===== src/mfrw_pkg.sv =====
// Shared types, constants and helpers of the mono framebuffer region writer.
`timescale 1ns / 1ps
`default_nettype none

package mfrw_pkg;

  localparam int PANEL_WIDTH  = 528;
  localparam int PANEL_HEIGHT = 792;
  localparam int ROW_BYTES    = PANEL_WIDTH / 8;
  localparam int STORE_BYTES  = ROW_BYTES * PANEL_HEIGHT;
  localparam int STORE_AW     = (STORE_BYTES > 1) ? $clog2(STORE_BYTES) : 1;
  // wide enough for row * ROW_BYTES + byte column and for any read address
  localparam int IDX_W        = 18;

  localparam int COORD_W   = 10;
  localparam int CFG_IDX_W = 3;
  localparam int CFG_W     = 10;

  localparam logic [COORD_W-1:0] XE_MAX = COORD_W'(PANEL_WIDTH - 1);
  localparam logic [COORD_W-1:0] YE_MAX = COORD_W'(PANEL_HEIGHT - 1);

  localparam logic [COORD_W-1:0] X_START_RST = 10'd0;
  localparam logic [COORD_W-1:0] Y_START_RST = 10'd0;
  localparam logic [COORD_W-1:0] X_END_RST   = 10'd527;
  localparam logic [COORD_W-1:0] Y_END_RST   = 10'd791;

  localparam logic [7:0] BYTE_WHITE = 8'hFF;
  localparam logic [7:0] BYTE_BLACK = 8'h00;
  localparam logic [9:0] GRAY_THRESH = 10'd126;

  typedef enum logic [1:0] {
    FN_WRITE = 2'd0,
    FN_CLEAR = 2'd1,
    FN_FILL  = 2'd2,
    FN_READ  = 2'd3
  } func_e;

  typedef enum logic [CFG_IDX_W-1:0] {
    CFG_X_START = 3'd0,
    CFG_Y_START = 3'd1,
    CFG_X_END   = 3'd2,
    CFG_Y_END   = 3'd3,
    CFG_PACK    = 3'd4
  } cfg_idx_e;

  typedef enum logic [2:0] {
    ST_IDLE,
    ST_SWEEP,
    ST_CALC,
    ST_READ,
    ST_MOD
  } state_e;

  typedef struct packed {
    func_e       func;
    logic [7:0]  pixel_data;
    logic [15:0] read_address;
  } cmd_t;

  typedef struct packed {
    logic [7:0] rd_byte;
    logic       region_done;
    logic       rejected;
  } res_t;

  // region/cursor status seen by the controller
  typedef struct packed {
    logic               reject;
    logic               last;
    logic               pack;
    logic [COORD_W-1:0] col;
    logic [COORD_W-1:0] row;
  } region_st_t;

  typedef struct packed {
    logic                we;
    logic [STORE_AW-1:0] waddr;
    logic [7:0]          wdata;
    logic                re;
    logic [STORE_AW-1:0] raddr;
  } mem_req_t;

  // RGB332 to one bit: gray = r*36 + g*36 + b*64, white above threshold
  function automatic logic pix_white(input logic [7:0] pix);
    logic [9:0] r;
    logic [9:0] g;
    logic [9:0] b;
    logic [9:0] gray;
    r    = 10'(pix[7:5]);
    g    = 10'(pix[4:2]);
    b    = 10'(pix[1:0]);
    gray = (r + g) * 10'd36 + b * 10'd64;
    return gray > GRAY_THRESH;
  endfunction

endpackage

`default_nettype wire


===== src/mfrw_ctrl.sv =====
// Command sequencer: memory sweeps, address calculation, read-modify-write.
`timescale 1ns / 1ps
`default_nettype none

module mfrw_ctrl (
  input  wire logic                 clk_i,
  input  wire logic                 rst_ni,
  input  wire logic                 start_i,
  output logic                      busy_o,
  input  wire mfrw_pkg::cmd_t       cmd_i,
  output logic                      result_valid_o,
  output mfrw_pkg::res_t            result_o,
  input  wire mfrw_pkg::region_st_t st_i,
  output logic                      advance_o,
  output mfrw_pkg::mem_req_t        mem_o,
  input  wire logic [7:0]           rdata_i
);

  mfrw_pkg::state_e             state_q, state_d;
  mfrw_pkg::cmd_t               cmd_q, cmd_d;
  logic [mfrw_pkg::STORE_AW-1:0] sweep_q, sweep_d;
  logic [7:0]                   fill_q, fill_d;
  logic                         report_q, report_d;
  logic [mfrw_pkg::STORE_AW-1:0] idx_q, idx_d;
  logic                         in_range_q, in_range_d;
  logic                         reject_q, reject_d;

  logic [mfrw_pkg::IDX_W-1:0]   idx_full;
  logic [7:0]                   mask;
  logic                         is_write;

  assign busy_o   = (state_q != mfrw_pkg::ST_IDLE);
  assign is_write = (cmd_q.func == mfrw_pkg::FN_WRITE);
  assign mask     = 8'h80 >> st_i.col[2:0];

  always_comb begin
    if (cmd_q.func == mfrw_pkg::FN_READ) begin
      idx_full = mfrw_pkg::IDX_W'(cmd_q.read_address);
    end else begin
      idx_full = mfrw_pkg::IDX_W'(st_i.row) * mfrw_pkg::IDX_W'(mfrw_pkg::ROW_BYTES)
               + mfrw_pkg::IDX_W'(st_i.col[9:3]);
    end
  end

  always_comb begin
    state_d        = state_q;
    cmd_d          = cmd_q;
    sweep_d        = sweep_q;
    fill_d         = fill_q;
    report_d       = report_q;
    idx_d          = idx_q;
    in_range_d     = in_range_q;
    reject_d       = reject_q;
    result_valid_o = 1'b0;
    result_o       = '0;
    advance_o      = 1'b0;
    mem_o          = '0;
    unique case (state_q)
      mfrw_pkg::ST_IDLE: begin
        if (start_i) begin
          cmd_d = cmd_i;
          unique case (cmd_i.func)
            mfrw_pkg::FN_CLEAR, mfrw_pkg::FN_FILL: begin
              fill_d   = (cmd_i.func == mfrw_pkg::FN_CLEAR) ? mfrw_pkg::BYTE_WHITE
                                                             : mfrw_pkg::BYTE_BLACK;
              sweep_d  = '0;
              report_d = 1'b1;
              state_d  = mfrw_pkg::ST_SWEEP;
            end
            default: state_d = mfrw_pkg::ST_CALC;
          endcase
        end
      end
      mfrw_pkg::ST_SWEEP: begin
        mem_o.we    = 1'b1;
        mem_o.waddr = sweep_q;
        mem_o.wdata = fill_q;
        if (sweep_q == mfrw_pkg::STORE_AW'(mfrw_pkg::STORE_BYTES - 1)) begin
          // the power-on pass ends without a transaction
          result_valid_o = report_q;
          report_d       = 1'b0;
          state_d        = mfrw_pkg::ST_IDLE;
        end else begin
          sweep_d = sweep_q + 1'b1;
        end
      end
      mfrw_pkg::ST_CALC: begin
        idx_d      = idx_full[mfrw_pkg::STORE_AW-1:0];
        in_range_d = idx_full < mfrw_pkg::IDX_W'(mfrw_pkg::STORE_BYTES);
        reject_d   = is_write && st_i.reject;
        state_d    = mfrw_pkg::ST_READ;
      end
      mfrw_pkg::ST_READ: begin
        mem_o.re    = in_range_q && !reject_q;
        mem_o.raddr = idx_q;
        state_d     = mfrw_pkg::ST_MOD;
      end
      mfrw_pkg::ST_MOD: begin
        result_valid_o = 1'b1;
        if (is_write) begin
          result_o.rejected    = reject_q;
          result_o.region_done = !reject_q && st_i.last;
          advance_o            = !reject_q;
          mem_o.we             = !reject_q && in_range_q;
          mem_o.waddr          = idx_q;
          if (st_i.pack) begin
            mem_o.wdata = cmd_q.pixel_data;
          end else if (mfrw_pkg::pix_white(cmd_q.pixel_data)) begin
            mem_o.wdata = rdata_i | mask;
          end else begin
            mem_o.wdata = rdata_i & ~mask;
          end
        end else begin
          result_o.rd_byte = in_range_q ? rdata_i : 8'h00;
        end
        state_d = mfrw_pkg::ST_IDLE;
      end
      default: state_d = mfrw_pkg::ST_IDLE;
    endcase
  end

  always_ff @(posedge clk_i or negedge rst_ni) begin
    if (!rst_ni) begin
      state_q  <= mfrw_pkg::ST_SWEEP;
      sweep_q  <= '0;
      fill_q   <= mfrw_pkg::BYTE_WHITE;
      report_q <= 1'b0;
    end else begin
      state_q  <= state_d;
      sweep_q  <= sweep_d;
      fill_q   <= fill_d;
      report_q <= report_d;
    end
  end

  always_ff @(posedge clk_i) begin
    cmd_q      <= cmd_d;
    idx_q      <= idx_d;
    in_range_q <= in_range_d;
    reject_q   <= reject_d;
  end

endmodule

`default_nettype wire

===== config.mk =====
export PLATFORM = sky130hd
export DESIGN_NAME = mfrw_ctrl
export DESIGN_NICKNAME = d
export VERILOG_FILES = /design/src/mfrw_pkg.sv /design/src/mfrw_ctrl.sv
export SDC_FILE = /design/constraint.sdc
export NUM_CORES = 1
export LEC_CHECK = 0
export ABC_CLOCK_PERIOD_IN_PS = 3200
export BUFFER_PORTS_ARGS = -buffer_cell sky130_fd_sc_hd__buf_2
export CAP_MARGIN = 0
export CORE_ASPECT_RATIO = 1.4
export CORE_UTILIZATION = 48
export DETAILED_ROUTE_END_ITERATION = 7
export GPL_TIMING_DRIVEN = 0
export PLACE_DENSITY = 0.81
export SLEW_MARGIN = 20
export SYNTH_ARGS = -nofsm -noshare
export SYNTH_HDL_FRONTEND = slang
export SYNTH_SLANG_ARGS = --single-unit

===== constraint.sdc =====
create_clock -name clk_i -period 3.2 [get_ports clk_i]
set_input_delay 0.16 -clock clk_i [delete_from_list [all_inputs] [get_ports clk_i]]
set_output_delay 0.16 -clock clk_i [all_outputs]
set_load 0.005 [all_outputs]

# --- Yosys cells after proc, flatten, opt, wreduce, memory -nomap -nowiden ---
# Cells that the tools add are included.
word_totals:
  regBits: 72
  inputBits: 60
  output_inout_bits: 55
  word_cells: 75
classes:
  add_sub_neg: 4
  mul: 2
  magnitude_cmp: 2
  n_eq_ne: 12
  shift: 1
  muxes: 27
  bitwise_logic: 3
  n_reduce_logical: 14
ops:
  columns: ["cell", "count"]
  rows:
  - ["25-bit case mux with 2 select lines", 1]
  - ["16-bit two-way mux", 3]
  - ["8-bit two-way mux", 5]
  - ["16-bit case mux with 2 select lines", 1]
  - ["25-bit two-way mux", 1]
  - ["17-bit by 7-bit adder with 18-bit output", 1]
  - ["18-bit by 16-bit < comparator with 1-bit output (second input constant)", 1]
  - ["18-bit two-way mux", 1]
  - ["17-bit two-way mux", 1]
  - ["16-bit by 1-bit adder with 16-bit output (second input constant)", 1]
  - ["16-bit == test (second input constant)", 1]
  - ["10-bit by 6-bit multiplier with 16-bit output (second input constant)", 1]
  - ["3-bit case mux with 4 select lines", 1]
  - ["10-bit by 8-bit adder with 10-bit output", 1]
  - ["10-bit by 7-bit > comparator with 1-bit output (second input constant)", 1]
  - ["10-bit two-way mux", 1]
  - ["8-bit AND", 1]
  - ["4-bit by 4-bit multiplier with 8-bit output (second input constant)", 1]
  - ["8-bit inverter", 1]
  - ["8-bit OR", 1]
  - ["4-bit AND reduction", 2]
  - ["8-bit by 3-bit >> shifter with 8-bit output (first input constant)", 1]
  - ["3-bit by 2-bit == test with 1-bit output (second input constant)", 2]
  - ["1-bit two-way mux", 6]
  - ["other kinds (19)", 28]

# --- Longest topological paths before layout ---
# Gate-level depths: netlist of run 1.
logic_depth:
  word_depth: 8
  depth_mapped: 14
  ltp_nobuf: 14

# --- Least setup slack after synthesis of run 1 ---
# No wires, ideal clock.
synth_path:
  kind: "flip-flop to output port"
  startpoint: "register cmd_q[19] in the netlist's numbering"
  endpoint: "output mem_o[19] in the netlist's numbering"
  arrival_time_ns: 2.944
  required_time_ns: 3.040
  slack_ns: 0.096
  stages_incl_launch_ff: 14
  n_path_buf: 0
  path_cell_list: "edfxtp_1 ha_1 a21o_1 a21oi_1 nor2b_1 ha_1 ha_1 fa_1 nand2_1 mux2i_1 a221oi_1 a211o_1 mux2i_1 o21ai_0"
synth_rtl:
  columns: ["element", "line", "text"]
  rows:
  - ["start, declared", "mfrw_ctrl.sv:20", "mfrw_pkg::cmd_t cmd_q, cmd_d;"]
  - ["start signal, assigned", "mfrw_ctrl.sv:137", "cmd_q <= cmd_d;"]
  - ["end, declared", "mfrw_ctrl.sv:15", "output mfrw_pkg::mem_req_t mem_o,"]

==> results.json, run 1 <==
{
  "synth.distinct_cells": 60,
  "slew_headroom_pct": 47.15,
  "drc": 0,
  "holdPathStages": 1,
  "grt_pass1_vias": 3838,
  "power_w": 0.003982,
  "reg2reg_to": "sweep_q[10]",
  "synth_flop_cell": "edfxtp_1",
  "async_flop_share_pct": 32.31,
  "cts_root_buf": "clkbuf_16",
  "ios": 115,
  "rrSetupSlack_ns": 0.65,
  "drtIter0Drc": 182,
  "ir_drop_v": 0.0005621,
  "start_kind": "flop",
  "p_leak_nw": 2.618,
  "wl_met3_um": 533,
  "wl_per_cell_um": 15.81,
  "num_rows": 40,
  "worstReg2RegStart": "sweep_q[4]",
  "die_h_um": 114.3,
  "netlist_instances": 441,
  "ff2ff_path_depth": 9,
  "synthSimpleGateAreaFrac_pct": 21.08,
  "layoutNonFillerInstCount": 699,
  "cts.sinks": 65,
  "grt_max_degree": 27,
  "nNetsFinal": 682,
  "hold_path.class": "in -> reg",
  "syn_area_per_cell_um2": 9.811,
  "setup_slack_ns": -0.3734,
  "grt_overflow": 0,
  "violations": "negative setup slack",
  "gp_congestion": 0.9298,
  "path_clk_slew_ns": 0.05,
  "die-area_um2": 9403,
  "yosys_warnings": 0,
  "core_um2": 8658,
  "setup_viol": 8,
  "layout_commonest_cell": "buf_2",
  "grt_first_pass_wirelength_mm": 17.60,
  "synth_top_family_by_area": "simple AND/OR/NAND/NOR gates",
  "criticalPathCategory": "reg -> out",
  "grt_usage_pct": 24.86,
  "initial_utilization_pct": 49.97,
  "synth_xor_xnor_area_share_pct": 5.061,
  "wl_met2_mm": 5.866,
  "place_hpwl_mm": 8.274,
  "drv_slew": 0,
  "worstHoldStart": "cmd_i[15]",
  "drtAntennaViolNets": 0,
  "required_ns": 3.04,
  "synth_compound_area_share_pct": 15.44,
  "design_area_um2": 5704,
  "antennaDiodeCount": 0,
  "placed_cells": 659,
  "cts_buffers": 9,
  "fp.dieW_um": 82.24,
  "synth_nets": 534,
  "grt_setup_unrepaired": "true",
  "min_period_ns": 3.573,
  "viasPerCell": 5.597,
  "powerDensity_nw_per_um2": 698.2,
  "timing.fmax_ghz": 0.2798,
  "cts_tree": "done",
  "layout_common_cells": "buf_2, edfxtp_1, nor2_1",
  "wl_met1_mm": 4.411,
  "ys_seq_area_share_pct": 42.74,
  "routed_wl_mm": 11.05,
  "whs_ns": 0.008070,
  "period_share_pct": 111.7,
  "holdPathEnd": "cmd_q[15]",
  "antenna_found_initial": 0,
  "synth-edff-count": 44,
  "dpl_cell_area_um2": 5044,
  "clock_path_buffers": 2,
  "crit_fanout": 8,
  "first_pass_iters": 5,
  "drv_cap": 0,
  "arrival_ns": 3.41,
  "yosys-mux-area-fraction_pct": 2.342,
  "hold_viol": 0,
  "clk_latency_ns": 0.33,
  "syn_to_final_growth_pct": 31.84,
  "vias": 3912,
  "numPortBuffers": 112,
  "worstMarginPinSlew_ns": 0.7885,
  "synth-seq-cells": 65,
  "h-tree-depth": 3,
  "status": "complete, but fails checks",
  "drive_gt1_share_pct": 29.46,
  "yosys.area_share.adder_pct": 10.24,
  "routed.top_layer": "met4",
  "cp-end-kind": "output pin",
  "syn_area_um2": 4327,
  "skew_ns": 0.005572
}
-- Yosys cell counts, types with 2 or more instances --
master    instances  share of area, %
a211oi_1          5              0.87
a21boi_0          2              0.35
a21o_1            6               1.0
a21oi_1          24               2.8
a22o_1           14               2.8
and2_1           15               2.2
and3_1           18               2.6
and3b_1           2              0.40
buf_2             2              0.23
clkbuf_1         15               1.3
dfrtp_1          19                11
dfstp_2           2               1.2
edfxtp_1         44                31
fa_1              4               1.9
ha_1             29               8.4
inv_1            17               1.5
mux2i_1           9               2.1
nand2_1          38               3.3
nand2b_1          5              0.72
nand3_1           6              0.69
nand3b_1          2              0.35
nand4_1           7               1.0
nand4b_1          2              0.40
nor2_1           43               3.7
nor2b_1           6              0.87
nor3_1            6              0.69
nor3b_1           4              0.69
nor4_1            3              0.43
o211ai_1          4              0.69
o21a_1            6               1.0
o21ai_0          25               2.9
o21ai_1           2              0.23
o21bai_1          2              0.35
or3_1             2              0.29
or3_2             2              0.35
or4b_1            2              0.46
xnor2_1           9               1.8
xor2_1           16               3.2
-- power breakdown --
group	switching (W)	internal [W]	leakage, nW
sequential	0.000122	0.00114	0.682
combinational	0.000956	0.000734	1.78
clock	0.000344	0.000689	0.160
total	0.00142	0.00256	2.62
-- timing repair --
| action | CTS | global route |
|---|---|---|
| hold endpoints to repair | 29 | 3 |
| setup buffers | 6 | 4 |
| setup endpoints to repair | 8 | 9 |
| resized for setup | 18 | 12 |
| hold buffers | 11 | 3 |
| pin swaps | 3 | 11 |
-- routing by layer --
metal | track usage (%) | up-vias
li1 | - | 1898
met1 | 28.86 | 1853
met2 | 43.58 | 138
met3 | 4.940 | 23
met4 | 10.29 | 0
met5 | 0 | -
-- kinds of logic after synthesis --
logic type	Yosys count
muxes	10
DFF	65
adders and majority gates	33
and+or+nand+nor	172
AOI/OAI and AO/OA	101
xor gates and xnor gates	25
buffers and inverters	35
-- how the worst max path moves through the flow --
stage / start / endpoint / slack, ns / cells past startpoint
after global routing: cmd_q[21] / mem_o[21] / -0.50 / 14
after CTS: cmd_q[18] / mem_o[21] / -0.29 / 13
after detailed placement: cmd_q[19] / mem_o[21] / -0.31 / 14
after global placement: cmd_q[19] / mem_o[23] / -0.23 / 14
final: cmd_q[21] / mem_o[21] / -0.37 / 14
after floorplan: cmd_q[19] / mem_o[19] / 0.1 / 13
-- layout make-up --
type	count	area [um^2]
Clock inverter	4	47.55
Inverter	17	63.81
Buffer	18	70.07
Clock buffer	12	277.8
Sequential cell	65	1849
Fill cell	677	2954
Timing Repair Buffer	137	787.0
Multi-Input combinational cell	341	2477
Tap cell	105	131.4
-- sequential cells by signal, summed over array words and instances, names as in the netlist --
name        count
cmd_q          26
fill_q          1
idx_q          16
in_range_q      1
reject_q        1
report_q        1
state_q         3
sweep_q        16
-- worst max-delay path, stage by stage (launching register included) --
cell      delay (ns)
edfxtp_1        0.41
ha_2            0.22
buf_6           0.11
a21o_1          0.17
a21oi_2         0.20
nor2b_2         0.08
ha_4            0.17
ha_4            0.23
fa_2            0.39
nor2b_4         0.16
a21o_1          0.16
a211o_4         0.37
mux2i_1         0.17
o21ai_1         0.11
buf_2           0.14
-- stage by stage --
step	setup TNS (ns)	setup WS [ns]	utilization, %
2_1_floorplan	0	0.09609	-
3_3_place_gp	-1.726	-0.2315	57.96
3_5_place_dp	-2.463	-0.3123	58.25
4_1_cts	-2.209	-0.2885	64.60
5_1_grt	-3.795	-0.5032	65.88
6_report	-2.731	-0.3734	65.88
No activity file was read; power rests on OpenSTA's default activity.
==> inputs of run 2 (changes only) <==
--- a/config.mk
+++ b/config.mk
@@ -5,11 +5,12 @@
 export SDC_FILE = /design/constraint.sdc
 export NUM_CORES = 1
 export LEC_CHECK = 0
+export ABC_AREA = 1
 export ABC_CLOCK_PERIOD_IN_PS = 3200
 export BUFFER_PORTS_ARGS = -buffer_cell sky130_fd_sc_hd__buf_2
 export CAP_MARGIN = 0
 export CORE_ASPECT_RATIO = 1.4
-export CORE_UTILIZATION = 48
+export CORE_UTILIZATION = 49
 export DETAILED_ROUTE_END_ITERATION = 7
 export GPL_TIMING_DRIVEN = 0
 export PLACE_DENSITY = 0.81
==> run 2 against run 1 <==
Compared with the run above:
- the run still ends with negative setup slack left
- worst setup slack improved by 0.19 ns
- routed wire length increased by 17%
- highest routed layer unchanged
- total power increased by 0.13%
- non-clock buffer count decreased by 17
- combinational power about the same
- flip-flop and latch count unchanged
- clock power about the same
- synthesized cell count increased by 48%
- critical endpoint is now mem_o[18]
==> results.json, run 2 <==
{
  "top_regs": "cmd_q: 26 flops, idx_q: 16 flops, sweep_q: 16 flops",
  "use_met3_pct": 3.911,
  "drtIter0Drc": 240,
  "arrival_ns": 3.22,
  "cts_tree": "done",
  "worstMarginPinSlew_ns": 0.8534,
  "slew_headroom_pct": 43.04,
  "place_hpwl_mm": 9.941,
  "synth_flop_cell": "edfxtp_1",
  "antenna_found_initial": 0,
  "required_ns": 3.04,
  "hold_viol": 0,
  "layout_commonest_cell": "nand2_1",
  "grt_setup_unrepaired": "true",
  "viasPerCell": 5.293,
  "synth_top_cell_by_area": "edfxtp_1",
  "synth_area_leaders": "edfxtp_1, nand2_1, dfrtp_1, inv_1, ha_1",
  "yosys_warnings": 0,
  "crit_fanout": 8,
  "nNetsFinal": 883,
  "drv_slew": 0,
  "start_kind": "flop",
  "clk_latency_ns": 0.33,
  "fillers": 828,
  "cp-end-kind": "output pin",
  "async_flop_share_pct": 32.31,
  "syn_to_final_growth_pct": 25.66,
  "core_um2": 9459,
  "drive_gt1_share_pct": 21.26,
  "grt_usage_pct": 26.63,
  "syn_area_um2": 4760,
  "yosysMostFrequentCell": "nand2_1",
  "violations": "negative setup slack",
  "first_pass_iters": 7,
  "ir_drop_v": 0.0003227,
  "dpl_cell_area_um2": 5473,
  "path_clk_slew_ns": 0.06,
  "grt-busiest-layer": "met2",
  "cts.sinks": 65,
  "synth-seq-cells": 65,
  "synthTopCellsByCount": "nand2_1, inv_1, nor2_1",
  "largest_register_ffs": 26,
  "cts_root_buf": "clkbuf_16",
  "synth_nets": 744,
  "h-tree-depth": 3,
  "largest_register": "cmd_q",
  "vias": 4790,
  "ff2ff_path_depth": 9,
  "design_area_um2": 5981,
  "grt_max_degree": 27,
  "initial_utilization_pct": 50.32,
  "holdPathStages": 1,
  "period_share_pct": 105.7,
  "worstHoldStart": "cmd_i[2]",
  "drv_cap": 0,
  "wl_per_cell_um": 14.30,
  "ios": 115,
  "min_period_ns": 3.384,
  "synth-edff-count": 44,
  "reg2reg_to": "sweep_q[2]",
  "ys_seq_area_share_pct": 38.85,
  "drtAntennaViolNets": 0,
  "antennaDiodeCount": 0,
  "numPortBuffers": 113,
  "die_h_um": 118.6,
  "use_met1_pct": 28.71,
  "holdPathEnd": "cmd_q[2]",
  "setup_viol": 8,
  "skew_ns": 0.005246,
  "clock_path_buffers": 2,
  "routed_wl_mm": 12.94,
  "syn_area_per_cell_um2": 7.311,
  "synth_top_area_share_pct": 27.76,
  "pre_cts_ws_ns": 0.1003,
  "timing.fmax_ghz": 0.2955,
  "num_rows": 42,
  "gp_congestion": 0.9849,
  "grt_overflow": 0,
  "use_met2_pct": 50.05,
  "powerDensity_nw_per_um2": 666.8,
  "drc": 0,
  "status": "complete, but fails checks",
  "layout_common_cells": "nand2_1, inv_1, buf_2",
  "grt_pass1_vias": 4666,
  "setup_slack_ns": -0.1839,
  "rrSetupSlack_ns": 1.06,
  "synth.distinct_cells": 38,
  "worstReg2RegStart": "sweep_q[0]",
  "grt_first_pass_wirelength_mm": 21.07,
  "criticalPathCategory": "reg -> out",
  "p_leak_nw": 3.120,
  "die-area_um2": 10120,
  "cts_buffers": 9,
  "netlist_instances": 651,
  "fp.dieW_um": 85.30,
  "hold_path.class": "in -> reg"
}
==> run 2: cell count changes after synthesis, sizes merged, moves of 18 or more <==
cell and change:
and3 -18, nand3 +32, nor2 +31, inv +111, o22ai +18, nand2 +138
==> run 2: kinds of logic (layout without fill, tap and decap cells) <==
group	count (synthesis)	count (layout)	synth area share, %
compound gates	68	68	7.991
flops	65	65	38.85
simple gates	332	332	30.31
fa+ha+maj	33	33	9.306
buf+inv	140	284	11.15
xor+xnor	13	13	2.392
==> run 2: worst max-delay path, cell delays in order (launching register included) <==
cell and delay (ns):
edfxtp_1 0.41, ha_2 0.22, inv_2 0.05, fa_1 0.40, inv_1 0.07, ha_2 0.21, ha_4 0.22, ha_4 0.26
inv_2 0.02, nor2_1 0.10, o21ai_1 0.08, xnor2_1 0.21, nand2_2 0.17, nand2_1 0.10, nand2_1 0.07, nand2_1 0.10
nand2_1 0.05, buf_2 0.13
==> run 2: final cells by class <==
cell class,instances,area [um^2],share of cell area (%)
plain buffers,10,38.79,0.6485
multi-input cells,446,2447,40.92
inverters,130,491.7,8.222
clock inverters,7,77.57,1.297
well taps,110,137.6,2.301
repair buffers,128,713.2,11.92
flip-flops and latches,65,1849,30.92
clock buffers,9,225.2,3.766
==> run 2: power breakdown <==
part | total [W] | internal [W] | switching (W)
combinational | 0.00169 | 0.000575 | 0.00111
sequential | 0.00131 | 0.00117 | 0.000140
clock | 0.000996 | 0.000611 | 0.000386
total | 0.00399 | 0.00235 | 0.00164
==> run 2: per-stage QoR <==
step	util, %	hold slack, ns	total power, W	std cells	setup TNS [ns]
global placement	57.75	0.1540	0.002790	874	0
CTS	62.88	0.0002146	0.003949	903	-0.2183
detailed placement	57.86	0.1585	0.002858	874	0
finish	63.23	0.006517	0.003988	905	-1.040
floorplan	-	-0.1356	0.002337	651	0
global route	63.23	0.0003784	0.004237	905	-1.868
==> run 2: per-layer routing <==
metal | wire, um | up-vias | part of all wire, %
li1 | - | 2362 | -
met1 | 4821 | 2204 | 37
met2 | 6953 | 190 | 54
met3 | 774 | 34 | 6.0
met4 | 389 | 0 | 3.0
met5 | 0 | - | 0
==> run 2: how the worst max path moves through the flow <==
stage              start         to  cells past startpoint  slack (ns)
2_1_floorplan  cmd_q[18]  mem_o[18]                     16        0.48
3_3_place_gp   cmd_q[18]  mem_o[22]                     17        0.17
3_5_place_dp   cmd_q[21]  mem_o[19]                     17        0.10
4_1_cts        cmd_q[21]  mem_o[22]                     17       -0.05
5_1_grt        cmd_q[21]  mem_o[18]                     17       -0.27
6_report       cmd_q[21]  mem_o[18]                     17       -0.18
==> run 2: timing repair <==
item,CTS,global route
gates resized for setup,11,1
hold endpoints to repair,30,2
hold buffers,12,2
endpoints found under the setup margin,8,8
buffers inserted,1,0
pin swaps,8,1
