## src/mfrw_pkg.sv

```systemverilog
// Shared types, constants and helpers of the mono framebuffer region writer.
`timescale 1ns / 1ps
`default_nettype none

package mfrw_pkg;

  localparam int PANEL_WIDTH  = 528;
  localparam int PANEL_HEIGHT = 792;
  localparam int ROW_BYTES    = PANEL_WIDTH / 8;
  localparam int STORE_BYTES  = ROW_BYTES * PANEL_HEIGHT;
  localparam int STORE_AW     = (STORE_BYTES > 1) ? $clog2(STORE_BYTES) : 1;
  // wide enough for row * ROW_BYTES + byte column and for any read address
  localparam int IDX_W        = 18;

  localparam int COORD_W   = 10;
  localparam int CFG_IDX_W = 3;
  localparam int CFG_W     = 10;

  localparam logic [COORD_W-1:0] XE_MAX = COORD_W'(PANEL_WIDTH - 1);
  localparam logic [COORD_W-1:0] YE_MAX = COORD_W'(PANEL_HEIGHT - 1);

  localparam logic [COORD_W-1:0] X_START_RST = 10'd0;
  localparam logic [COORD_W-1:0] Y_START_RST = 10'd0;
  localparam logic [COORD_W-1:0] X_END_RST   = 10'd527;
  localparam logic [COORD_W-1:0] Y_END_RST   = 10'd791;

  localparam logic [7:0] BYTE_WHITE = 8'hFF;
  localparam logic [7:0] BYTE_BLACK = 8'h00;
  localparam logic [9:0] GRAY_THRESH = 10'd126;

  typedef enum logic [1:0] {
    FN_WRITE = 2'd0,
    FN_CLEAR = 2'd1,
    FN_FILL  = 2'd2,
    FN_READ  = 2'd3
  } func_e;

  typedef enum logic [CFG_IDX_W-1:0] {
    CFG_X_START = 3'd0,
    CFG_Y_START = 3'd1,
    CFG_X_END   = 3'd2,
    CFG_Y_END   = 3'd3,
    CFG_PACK    = 3'd4
  } cfg_idx_e;

  typedef enum logic [2:0] {
    ST_IDLE,
    ST_SWEEP,
    ST_CALC,
    ST_READ,
    ST_MOD
  } state_e;

  typedef struct packed {
    func_e       func;
    logic [7:0]  pixel_data;
    logic [15:0] read_address;
  } cmd_t;

  typedef struct packed {
    logic [7:0] rd_byte;
    logic       region_done;
    logic       rejected;
  } res_t;

  // region/cursor status seen by the controller
  typedef struct packed {
    logic               reject;
    logic               last;
    logic               pack;
    logic [COORD_W-1:0] col;
    logic [COORD_W-1:0] row;
  } region_st_t;

  typedef struct packed {
    logic                we;
    logic [STORE_AW-1:0] waddr;
    logic [7:0]          wdata;
    logic                re;
    logic [STORE_AW-1:0] raddr;
  } mem_req_t;

  // RGB332 to one bit: gray = r*36 + g*36 + b*64, white above threshold
  function automatic logic pix_white(input logic [7:0] pix);
    logic [9:0] r;
    logic [9:0] g;
    logic [9:0] b;
    logic [9:0] gray;
    r    = 10'(pix[7:5]);
    g    = 10'(pix[4:2]);
    b    = 10'(pix[1:0]);
    gray = (r + g) * 10'd36 + b * 10'd64;
    return gray > GRAY_THRESH;
  endfunction

endpackage

`default_nettype wire

```

## src/mfrw_region.sv

```systemverilog
// Region registers, end clamping and the raster cursor.
`timescale 1ns / 1ps
`default_nettype none

module mfrw_region (
  input  wire logic                             clk_i,
  input  wire logic                             rst_ni,
  input  wire logic                             cfg_we_i,
  input  wire logic [mfrw_pkg::CFG_IDX_W-1:0]   cfg_idx_i,
  input  wire logic [mfrw_pkg::CFG_W-1:0]       cfg_wdata_i,
  input  wire logic                             advance_i,
  output mfrw_pkg::region_st_t                  st_o
);

  logic [mfrw_pkg::COORD_W-1:0] x_start_q, x_start_d;
  logic [mfrw_pkg::COORD_W-1:0] y_start_q, y_start_d;
  logic [mfrw_pkg::COORD_W-1:0] x_end_q, x_end_d;
  logic [mfrw_pkg::COORD_W-1:0] y_end_q, y_end_d;
  logic                         pack_q, pack_d;
  logic [mfrw_pkg::COORD_W-1:0] col_q, col_d;
  logic [mfrw_pkg::COORD_W-1:0] row_q, row_d;

  logic [mfrw_pkg::COORD_W-1:0] xe, ye;
  logic [6:0]                   bcol;
  logic                         row_end, last, home;

  assign xe = ({1'b0, x_end_q} >= 11'(mfrw_pkg::PANEL_WIDTH)) ? mfrw_pkg::XE_MAX : x_end_q;
  assign ye = ({1'b0, y_end_q} >= 11'(mfrw_pkg::PANEL_HEIGHT)) ? mfrw_pkg::YE_MAX : y_end_q;

  assign bcol    = col_q[9:3];
  assign row_end = pack_q ? (bcol >= xe[9:3]) : (col_q >= xe);
  assign last    = row_end && (row_q >= ye);

  assign st_o.reject = (x_start_q > xe) || (y_start_q > ye);
  assign st_o.last   = last;
  assign st_o.pack   = pack_q;
  assign st_o.col    = col_q;
  assign st_o.row    = row_q;

  always_comb begin
    x_start_d = x_start_q;
    y_start_d = y_start_q;
    x_end_d   = x_end_q;
    y_end_d   = y_end_q;
    pack_d    = pack_q;
    col_d     = col_q;
    row_d     = row_q;
    home      = 1'b0;
    if (cfg_we_i) begin
      unique case (mfrw_pkg::cfg_idx_e'(cfg_idx_i))
        mfrw_pkg::CFG_X_START: begin
          x_start_d = cfg_wdata_i;
          home      = 1'b1;
        end
        mfrw_pkg::CFG_Y_START: begin
          y_start_d = cfg_wdata_i;
          home      = 1'b1;
        end
        mfrw_pkg::CFG_X_END: begin
          x_end_d = cfg_wdata_i;
          home    = 1'b1;
        end
        mfrw_pkg::CFG_Y_END: begin
          y_end_d = cfg_wdata_i;
          home    = 1'b1;
        end
        mfrw_pkg::CFG_PACK: begin
          pack_d = cfg_wdata_i[0];
          home   = 1'b1;
        end
        default: ;
      endcase
      if (home) begin
        col_d = x_start_d;
        row_d = y_start_d;
      end
    end else if (advance_i) begin
      if (!row_end) begin
        col_d = pack_q ? {7'(bcol + 7'd1), 3'b000} : col_q + 10'd1;
      end else begin
        col_d = x_start_q;
        row_d = last ? y_start_q : row_q + 10'd1;
      end
    end
  end

  always_ff @(posedge clk_i or negedge rst_ni) begin
    if (!rst_ni) begin
      x_start_q <= mfrw_pkg::X_START_RST;
      y_start_q <= mfrw_pkg::Y_START_RST;
      x_end_q   <= mfrw_pkg::X_END_RST;
      y_end_q   <= mfrw_pkg::Y_END_RST;
      pack_q    <= 1'b0;
      col_q     <= mfrw_pkg::X_START_RST;
      row_q     <= mfrw_pkg::Y_START_RST;
    end else begin
      x_start_q <= x_start_d;
      y_start_q <= y_start_d;
      x_end_q   <= x_end_d;
      y_end_q   <= y_end_d;
      pack_q    <= pack_d;
      col_q     <= col_d;
      row_q     <= row_d;
    end
  end

endmodule

`default_nettype wire

```

## config.mk

```make
export PLATFORM = sky130hd
export DESIGN_NAME = mfrw_region
export DESIGN_NICKNAME = d
export VERILOG_FILES = /design/src/mfrw_pkg.sv /design/src/mfrw_region.sv
export SDC_FILE = /design/constraint.sdc
export NUM_CORES = 1
export LEC_CHECK = 0
export BUFFER_PORTS_ARGS = -buffer_cell sky130_fd_sc_hd__buf_4
export CAP_MARGIN = 40
export CORE_MARGIN = 8
export CORE_UTILIZATION = 60
export DETAILED_ROUTE_END_ITERATION = 7
export HOLD_SLACK_MARGIN = 0.06
export PLACE_DENSITY = 0.81
export SYNTH_ARGS = -nofsm -noshare
export SYNTH_HDL_FRONTEND = slang
export SYNTH_SLANG_ARGS = --single-unit
```

## constraint.sdc

```tcl
create_clock -name clk_i -period 6.2 [get_ports clk_i]
set_input_delay 1.24 -clock clk_i [delete_from_list [all_inputs] [get_ports clk_i]]
set_output_delay 1.24 -clock clk_i [all_outputs]
set_load 0.01 [all_outputs]
```

# Word level (Yosys, flattened, before mapping)
# Index checks and enable logic that the tools add are counted.
[classes]
n_addsub = 3
order_cmp = 7
eq_ne = 5
mux = 17
n_reduce_logical = 11
[ops]
columns = ["operator", "count"]
rows = [
  ["two-way mux 10 bit", 14],
  ["adder 10 x 1 -> 10 bit (second input constant)", 2],
  [">= comparator 10 bit", 2],
  [">= comparator 10 bit (second input constant)", 2],
  ["greater-than comparator 10 bit", 2],
  ["AND reduction 2 bit", 4],
  ["adder 7 x 1 -> 7 bit (second input constant)", 1],
  [">= comparator 7 bit", 1],
  ["== test 3 x 2 -> 1 bit (second input constant)", 2],
  ["OR reduction 5 bit", 1],
  ["nonzero test 2 bit", 2],
  ["== test 3 x 1 -> 1 bit (second input constant)", 1],
  ["== test 3 bit (second input constant)", 1],
  ["logical NOT 3 bit", 1],
  ["two-way mux 1 bit", 3],
  ["AND reduction 3 bit", 1],
  ["inequality test 2 x 1 -> 1 bit (second input constant)", 1],
  ["logical AND 1 bit", 1],
  ["logical OR 1 bit", 1],
]
[word_totals]
reg_bits = 61
out_inout_bits = 23

# Longest topological paths before layout
# Gate-level depths: netlist (run 1).
[depth]
word_depth = 9
mapped_depth = 14

# Least setup slack after synthesis (run 1)
# Ideal clock, no wire load.
[synth_timing]
path_kind = "reg-to-output"
from = "register y_end_q[7] (netlist bit)"
to = "output st_o[21] (netlist bit)"
t_arrival_ps = 2964
setup_slack_ps = 1996
path_stages_with_launch = 13
n_path_buf = 2
path_cell_list = "dfrtp_1 -> or3_1 -> a21oi_1 -> nor2_1 -> or2_1 -> ha_1 -> nand2b_1 -> a2111o_1 -> a221o_1 -> a311o_1 -> buf_6 -> nor2b_4 -> buf_4"
[synth_between]
elab_chain_cells = 4
[synth_lines]
columns = ["item", "line", "source"]
rows = [
  ["start: declaration", "mfrw_region.sv:18", "logic [mfrw_pkg::COORD_W-1:0] y_end_q, y_end_d;"],
  ["start signal: assignment", "mfrw_region.sv:92", "y_end_q <= mfrw_pkg::Y_END_RST;"],
  ["start signal: assignment", "mfrw_region.sv:100", "y_end_q <= y_end_d;"],
  [">= comparator 10 bit", "mfrw_region.sv:28", "assign ye = ({1'b0, y_end_q} >= 11'(mfrw_pkg::PANEL_HEIGHT)) ? mfrw_pkg::YE_MAX : y_end_q;"],
  ["two-way mux 10 bit (*)", "mfrw_region.sv:28", ""],
  [">= comparator 10 bit (*)", "mfrw_region.sv:32", "assign last = row_end && (row_q >= ye);"],
  ["logical AND 1 bit (*)", "mfrw_region.sv:32", ""],
  ["end: declaration", "mfrw_region.sv:12", "output mfrw_pkg::region_st_t st_o"],
]
# Mark *: on every way between the ends. The rest lies on a longest branch, timed or not.

==> flow_summary_export.csv, run 1 <==
group,metric,value,unit
global_routing,track_usage,0.2220,
cts,postCtsSetupBuffers,0,
drt,dr_total_vias,3546,
final_layout,n_antenna_cell,0,
global_routing,grt_pass1_vias,3458,
synthesis,yosysSeqAreaShare,0.3646,
drt,routed_wl,10790,µm
place,gp_congestion,0.8908,
status,status,"complete, no violations",
sta,fin_worst_skew,0.005521,ns
global_routing,grt_max_degree,62,
worst_setup_path,critPathKind,"flop to primary output",
sta,slew-limit-headroom,0.4867,
worst_setup_path,crit_chain,"or3_1 -> a21oi_1 -> nor2_1 -> or2_1 -> ha_1 -> nand2b_1 -> a2111o_1 -> a221o_1 -> a311o_1 -> nor2b_4 -> buf_4",
final_layout,layout_common_cells,"nand2_1 (56), dfrtp_1 (50), buf_4 (43)",
synthesis,synthCells,446,
synthesis,yosysWarnings,0,
synthesis,avgSynthCellArea,9.471,µm²
sta,rsz0062_at_grt,"no",
drt,drtIter0Drc,212,
synthesis,ys_ff_latch,61,
worst_setup_path,crit_family,"compound AO/OA/AOI/OAI gates",
cts,cts_tree,"built",
worst_setup_path,path_buf_inv,1,
cts,cts_num_sinks,61,
sta,slew_viol_final,0,
die,ioPinCount,40,
cts,ctsHtreeMaxLevel,3,
cts,clkTransAtPathRegs,0.07,ns
worst_setup_path,endpoint_kind,"primary output",
final_layout,area_growth,14.46,%
cts,cts_root_buffer,"clkbuf_8",
die,fp.coreArea,6794,µm²
synthesis,syn-num-nets,503,
cts,hold_buffers,0,
place,io_buffers,39,
sta,finalCritPeriodShare,0.8004,
cts,clockBufferDepth,2,
final_layout,final_common_cell,"nand2_1",
die,start_util,0.6217,
die,die_x,99.91,µm
worst_setup_path,critical_path_required,4.96,ns
drt,drc,0,
die,die_h,99.91,µm
synthesis,syn_area,4224,µm²
run,maxCapViolCount,0,
global_routing,grt_pass1_wl,17540,µm
pwr,p_leak,2.182,nW
drt,firstDrtPassIters,5,
final_layout,fin_nets,535,
sta,timing.final.crit_period,4.963,ns
cts,clock_latency,0.34,ns
worst_setup_path,crit_arrival,3.72,ns
drt,vias_per_cell,6.124,
drt,ant_nets,0,
pwr,ir_worst_vdd,0.0002296,V
global_routing,overflow,0,
synthesis,yosysUniqueCellTypes,54,
die,dieArea,9981,µm²
synthesis,ys_async_sr_fraction,1.000,
worst_setup_path,cp-start-kind,"flop",
sta,worstMarginPinSlew,0.7700,ns
worst_setup_path,cp_max_fo,17,
place,hpwlAfterDp,7747,µm
drt,wire_per_inst,18.63,µm
final_layout,drive_above_1_share,0.1656,
worst_setup_path,slowest_delay,0.52,ns
die,rows,30,
cts,ctsResizeCount,0,
sta,setup_tns,0,ns
worst_setup_path,cp_slowest_cell,"a311o_1",
pwr,total_power,2.048,mW
worst_hold_path,hold_path_class,"flop to flop",
pwr,powerDensity,423.7,nW/µm²
synthesis,synth_edf_count,0,
global_routing,antenna_found_initial,0,
sta,finalHoldViolations,0,
cts,cts_made_buffers,9,
synthesis,ys.flop_type,"dfrtp_1",
sta,timing.fmax,0.2015,GHz
sta,setup-violations-final,0,
## Yosys cell counts, drive strengths merged, types with 3 or more instances
| library cell | instances | area share |
|---|---|---|
| nand2 | 56 | 0.050 |
| dfrtp | 50 | 0.30 |
| ha | 40 | 0.12 |
| a21oi | 38 | 0.048 |
| mux2 | 38 | 0.10 |
| nor2 | 29 | 0.026 |
| o21ai | 24 | 0.028 |
| mux2i | 19 | 0.045 |
| clkbuf | 18 | 0.016 |
| inv | 12 | 0.011 |
| dfstp | 11 | 0.068 |
| nor3b | 11 | 0.020 |
| nand3 | 10 | 0.012 |
| xnor2 | 9 | 0.019 |
| nand4 | 7 | 0.010 |
| nor2b | 7 | 0.012 |
| nand2b | 6 | 0.0089 |
| xor2 | 6 | 0.012 |
| and3 | 5 | 0.0074 |
| a21o | 4 | 0.0071 |
| a31oi | 4 | 0.0059 |
| buf | 4 | 0.0074 |
| nor3 | 4 | 0.0047 |
| o21a | 4 | 0.0071 |
| and2 | 3 | 0.0044 |
| or2 | 3 | 0.0044 |
| or3 | 3 | 0.0044 |
## area by class of cell
class	instances	area (µm²)
fill	514	1959
clock buffer	9	123.9
timing repair buffer	43	322.8
multi-input combinational	351	2545
inverter	12	45.04
tap	96	120.1
sequential	61	1540
clock inverter	7	137.6
## power breakdown
part	leakage, nW	internal, mW	total, mW	switching, mW
combinational	1.33	0.430	0.893	0.464
clock	0.129	0.306	0.476	0.170
sequential	0.725	0.518	0.679	0.160
total	2.18	1.25	2.05	0.794
## worst register-to-register path, stage by stage (launching register included)
cell      delay (ns)
dfrtp_1         0.39
or3_1           0.40
a21oi_1         0.18
nor2_1          0.09
or2_1           0.25
ha_1            0.27
nand2b_1        0.14
a2111o_1        0.41
a221o_1         0.32
a311o_1         0.52
nor2b_4         0.24
mux2_4          0.31
o221a_1         0.22
## registers in the layout (all words and copies together), names as in the netlist
signal,cells
x_start_q,10
col_q,10
row_q,10
y_end_q,10
pack_q,1
y_start_q,10
x_end_q,10
## layer usage
metal	track usage	wire (µm)	up-vias
li1	-	-	1665
met4	0.08382	190	0
met3	0.04360	797	16
met5	0	0	-
met1	0.2997	4847	1723
met2	0.3417	4955	142
## kinds of logic (layout without fill, tap and decap cells)
kind of cell / count (synthesis) / in the layout / share of synthesized area
simple gates: 149 / 149 / 0.1730
flops: 61 / 61 / 0.3646
compound gates: 88 / 88 / 0.1268
mux: 57 / 57 / 0.1472
xor+xnor: 15 / 15 / 0.03110
fa+ha+maj: 42 / 42 / 0.1232
buf+inv: 34 / 71 / 0.03406
## stage by stage
| stage | instances | utilization | instance area, µm² | worst slack (ns) | hold slack (ns) |
|---|---|---|---|---|---|
| 2_1_floorplan | 446 | - | 4224 | 1.996 | 0.4582 |
| 3_3_place_gp | 562 | 0.6720 | 4566 | 1.719 | 0.4918 |
| 3_5_place_dp | 563 | 0.6731 | 4573 | 1.658 | 0.5024 |
| 4_1_cts | 579 | 0.7116 | 4835 | 1.232 | 0.5186 |
| 5_1_grt | 579 | 0.7116 | 4835 | 1.071 | 0.5355 |
| 6_report | 579 | 0.7116 | 4835 | 1.237 | 0.5129 |
## worst paths after layout
path                                          start                  endpoint  slack, ns  cells after the start
setup / recovery             y_end_q[7]$_DFFE_PN0P_                  st_o[21]       1.24                     11
hold / removal             x_start_q[5]$_DFFE_PN0P_  x_start_q[5]$_DFFE_PN0P_       0.51                      2
setup reg to reg             y_end_q[7]$_DFFE_PN0P_      row_q[1]$_DFFE_PN0P_       2.35                     12
hold reg to reg            x_start_q[5]$_DFFE_PN0P_  x_start_q[5]$_DFFE_PN0P_       0.51                      2
max in group asynchronous                    rst_ni      row_q[0]$_DFFE_PN0P_       4.73                      1
min in group asynchronous                    rst_ni  x_start_q[3]$_DFFE_PN0P_       0.98                      1
(Power assumes the default switching activity.)
==> run 2: changes to the inputs <==
--- a/config.mk
+++ b/config.mk
@@ -5,13 +5,14 @@
 export SDC_FILE = /design/constraint.sdc
 export NUM_CORES = 1
 export LEC_CHECK = 0
+export ABC_AREA = 1
 export BUFFER_PORTS_ARGS = -buffer_cell sky130_fd_sc_hd__buf_4
 export CAP_MARGIN = 40
 export CORE_MARGIN = 8
-export CORE_UTILIZATION = 60
+export CORE_UTILIZATION = 55
 export DETAILED_ROUTE_END_ITERATION = 7
 export HOLD_SLACK_MARGIN = 0.06
-export PLACE_DENSITY = 0.81
+export PLACE_DENSITY = 0.78
 export SYNTH_ARGS = -nofsm -noshare
 export SYNTH_HDL_FRONTEND = slang
 export SYNTH_SLANG_ARGS = --single-unit
==> constraint.sdc (replaced) <==
create_clock -name clk_i -period 4.2 [get_ports clk_i]
set_input_delay 0.84 -clock clk_i [delete_from_list [all_inputs] [get_ports clk_i]]
set_output_delay 0.84 -clock clk_i [all_outputs]
set_load 0.01 [all_outputs]
==> run 2 against run 1 <==
  * Synthesized area increased by 3.3%
  * Core utilization decreased by 7.3 points
  * Sequential power increased by 41%
  * Critical path type unchanged
  * Critical endpoint unchanged
==> flow_summary_export.csv, run 2 <==
group,metric,value,unit
status,status,"complete, no violations",
final_layout,n_antenna_cell,0,
cts,clkTransAtPathRegs,0.07,ns
sta,slew_viol_final,0,
run,maxCapViolCount,0,
synthesis,syn_area,4364,µm²
worst_setup_path,cp-endpoint,"st_o[21]",
sta,fin_worst_skew,0.007223,ns
worst_setup_path,cp-start-kind,"flop",
pwr,internal_power,1.647,mW
place,hpwlAfterDp,8643,µm
die,die_x,105.1,µm
place,io_buffers,39,
drt,routed_wl,11600,µm
die,ioPinCount,40,
cts,clock_latency,0.35,ns
sta,rsz0062_at_grt,"no",
drt,wire_per_inst,15.87,µm
die,fp.coreArea,7727,µm²
worst_setup_path,endpoint_kind,"primary output",
synthesis,avgSynthCellArea,7.422,µm²
global_routing,grt_pass1_wl,19290,µm
final_layout,fin_nets,681,
cts,cts_made_buffers,9,
pwr,clockPowerShare,0.193,
cts,cts_tree,"built",
final_layout,final_common_cell,"nand2_1",
pwr,power_frac_comb,0.478,
die,die_h,105.1,µm
worst_hold_path,hold_path_class,"flop to flop",
synthesis,ys_ff_latch,61,
die,start_util,0.5648,
sta,setup-violations-final,0,
drt,drc,0,
sta,slew-limit-headroom,0.4707,
cts,cts_num_sinks,61,
synthesis,syn-num-nets,645,
pwr,swShare,0.4348,
synthesis,synthTopCellsByArea,"dfrtp_1 (29%), ha_1 (11%), nand2_1 (8.7%)",
place,gp_congestion,0.9309,
final_layout,final_area,4932,µm²
sta,finalHoldViolations,0,
synthesis,ys_async_sr_fraction,1.000,
synthesis,synth-compound-area-share,0.1740,
place,place_area,4718,µm²
worst_setup_path,cp_max_fo,11,
sta,timing.fmax,0.2557,GHz
synthesis,synthMuxAreaShare,0,
synthesis,synthTopCellsByCount,"nand2_1 (101), nor2_1 (74), inv_1 (68), a21oi_1 (50), dfrtp_1 (50)",
worst_setup_path,ff2ff_path_depth,21,
synthesis,synthCells,588,
worst_setup_path,worstReg2RegStart,"x_end_q[6]$_DFFE_PN0P_",
worst_setup_path,critical_path_required,3.36,ns
drt,ant_nets,0,
global_routing,overflow,0,
synthesis,yosys.cell_count.top_type,"nand2_1",
synthesis,synth_simple_gate_area_frac,0.2463,
sta,finalCritPeriodShare,0.9312,
worst_setup_path,critPathKind,"flop to primary output",
worst_hold_path,hp-start,"x_end_q[3]$_DFFE_PN1P_",
synthesis,synthXorXnorAreaFrac,0.02208,
final_layout,layout_common_cells,"nand2_1 (100), nor2_1 (74), inv_1 (68)",
synthesis,yosysUniqueCellTypes,36,
global_routing,grt_max_degree,62,
synthesis,synth_top_family_by_area,"simple AND/OR/NAND/NOR gates",
sta,setup_tns,0,ns
drt,firstDrtPassIters,4,
drt,drtIter0Drc,251,
drt,dr_total_vias,4073,
worst_setup_path,worstReg2RegEnd,"row_q[8]$_DFFE_PN0P_",
final_layout,area_growth,13.02,%
synthesis,synth_edf_count,0,
cts,hold_buffers,0,
pwr,p_leak,2.477,nW
pwr,p_switching,1.267,mW
global_routing,grt_pass1_vias,3982,
synthesis,yosysSeqAreaShare,0.3529,
pwr,powerDensity,590.7,nW/µm²
cts,cts_root_buffer,"clkbuf_8",
synthesis,synth.top_cell.area_share,0.2867,
drt,vias_per_cell,5.572,
synthesis,synthAdderAreaFrac,0.1147,
worst_setup_path,worstSetupStartpoint,"y_end_q[7]$_DFFE_PN0P_",
final_layout,drive_above_1_share,0.1542,
final_layout,utilization,0.6383,
die,dieArea,11040,µm²
worst_setup_path,crit_arrival,3.07,ns
die,rows,32,
global_routing,track_usage,0.2124,
sta,worstMarginPinSlew,0.7940,ns
global_routing,antenna_found_initial,0,
worst_setup_path,rrSetupSlack,1.10,ns
synthesis,yosysWarnings,0,
pwr,seqPwrFrac,0.329,
synthesis,yosys.area.top_type,"dfrtp_1",
cts,ctsHtreeMaxLevel,3,
pwr,ir_worst_vdd,0.0004148,V
sta,timing.final.crit_period,3.911,ns
cts,clockBufferDepth,2,
synthesis,ys.flop_type,"dfrtp_1",
-- run 2: changes by cell type after synthesis, moves of 19 or more --
cell	change
inv_1	+57
nand3_1	+34
mux2_1	-34
nand2_1	+45
nor2_1	+45
mux2i_1	-19
o21ai_0	+43
-- run 2: timing repair --
| item | CTS | global route |
|---|---|---|
| endpoints found under the setup margin | 0 | 1 |
| gates resized for setup | 0 | 1 |
| setup buffers | 0 | 0 |
-- run 2: how the worst min path moves through the flow --
stage / slack [ns] / end / cells past startpoint
4_1_cts: 0.50 / x_end_q[1]$_DFFE_PN1P_ / 2
5_1_grt: 0.51 / x_end_q[2]$_DFFE_PN1P_ / 2
3_5_place_dp: 0.48 / x_end_q[1]$_DFFE_PN1P_ / 2
3_3_place_gp: 0.48 / x_end_q[3]$_DFFE_PN1P_ / 2
6_report: 0.49 / x_end_q[3]$_DFFE_PN1P_ / 2
2_1_floorplan: 0.47 / x_end_q[4]$_DFFE_PN0P_ / 2
-- run 2: layer usage --
layer	GRT usage	wire, µm	part of all wire
met1	0.2638	5091	0.44
met2	0.3552	5657	0.49
met3	0.03808	616	0.053
met4	0.08767	239	0.021
met5	0	0	0
-- run 2: worst max-delay path, cell delays in order (launching register included) --
cell	delay [ns]
dfrtp_1	0.40
nor2_1	0.11
nand3b_1	0.10
nand2_2	0.15
inv_1	0.09
or2_2	0.30
ha_1	0.28
inv_1	0.05
nand2_1	0.04
nand2_1	0.05
nand2_1	0.05
nand2_1	0.05
nand2_1	0.05
nand2_1	0.06
nand3_1	0.07
nand2_1	0.06
nand2_1	0.04
nand2_1	0.05
nand2_1	0.23
nand2_2	0.28
inv_1	0.07
buf_4	0.14
-- run 2: power by group through the flow --
stage                     logic (mW)  registers (mW)  clock network [mW]
after detailed placement        1.38           0.966                   0
after floorplan                0.983           0.941                   0
after global routing            1.59           0.985               0.592
final                           1.39           0.959               0.561
after CTS                       1.39           0.956               0.571
after global placement          1.33           0.957                   0
-- run 2: per-stage QoR --
step,hold slack (ns),instances,setup slack [ns],power (mW)
finish,0.4936,731,0.2888,2.914
global placement,0.4831,714,0.7267,2.288
floorplan,0.4661,588,1.166,1.923
CTS,0.4954,731,0.2176,2.920
detailed placement,0.4849,715,0.6247,2.347
global route,0.5115,731,0.05756,3.166
-- run 2: final cells by class --
| class | instances | area [µm²] |
|---|---|---|
| Clock buffer | 13 | 168.9 |
| Clock inverter | 3 | 42.54 |
| Fill cell | 703 | 2795 |
| Inverter | 71 | 266.5 |
| Multi-Input combinational cell | 434 | 2434 |
| Sequential cell | 61 | 1540 |
| Tap cell | 102 | 127.6 |
| Timing Repair Buffer | 47 | 352.8 |
-- run 2: kinds of logic (layout without fill, tap and decap cells) --
logic type	count (synthesis)	after routing
and+or+nand+nor	249	249
AOI/OAI and AO/OA	134	134
buffers and inverters	93	134
DFF	61	61
adders and majority gates	40	40
xor gates and xnor gates	11	11
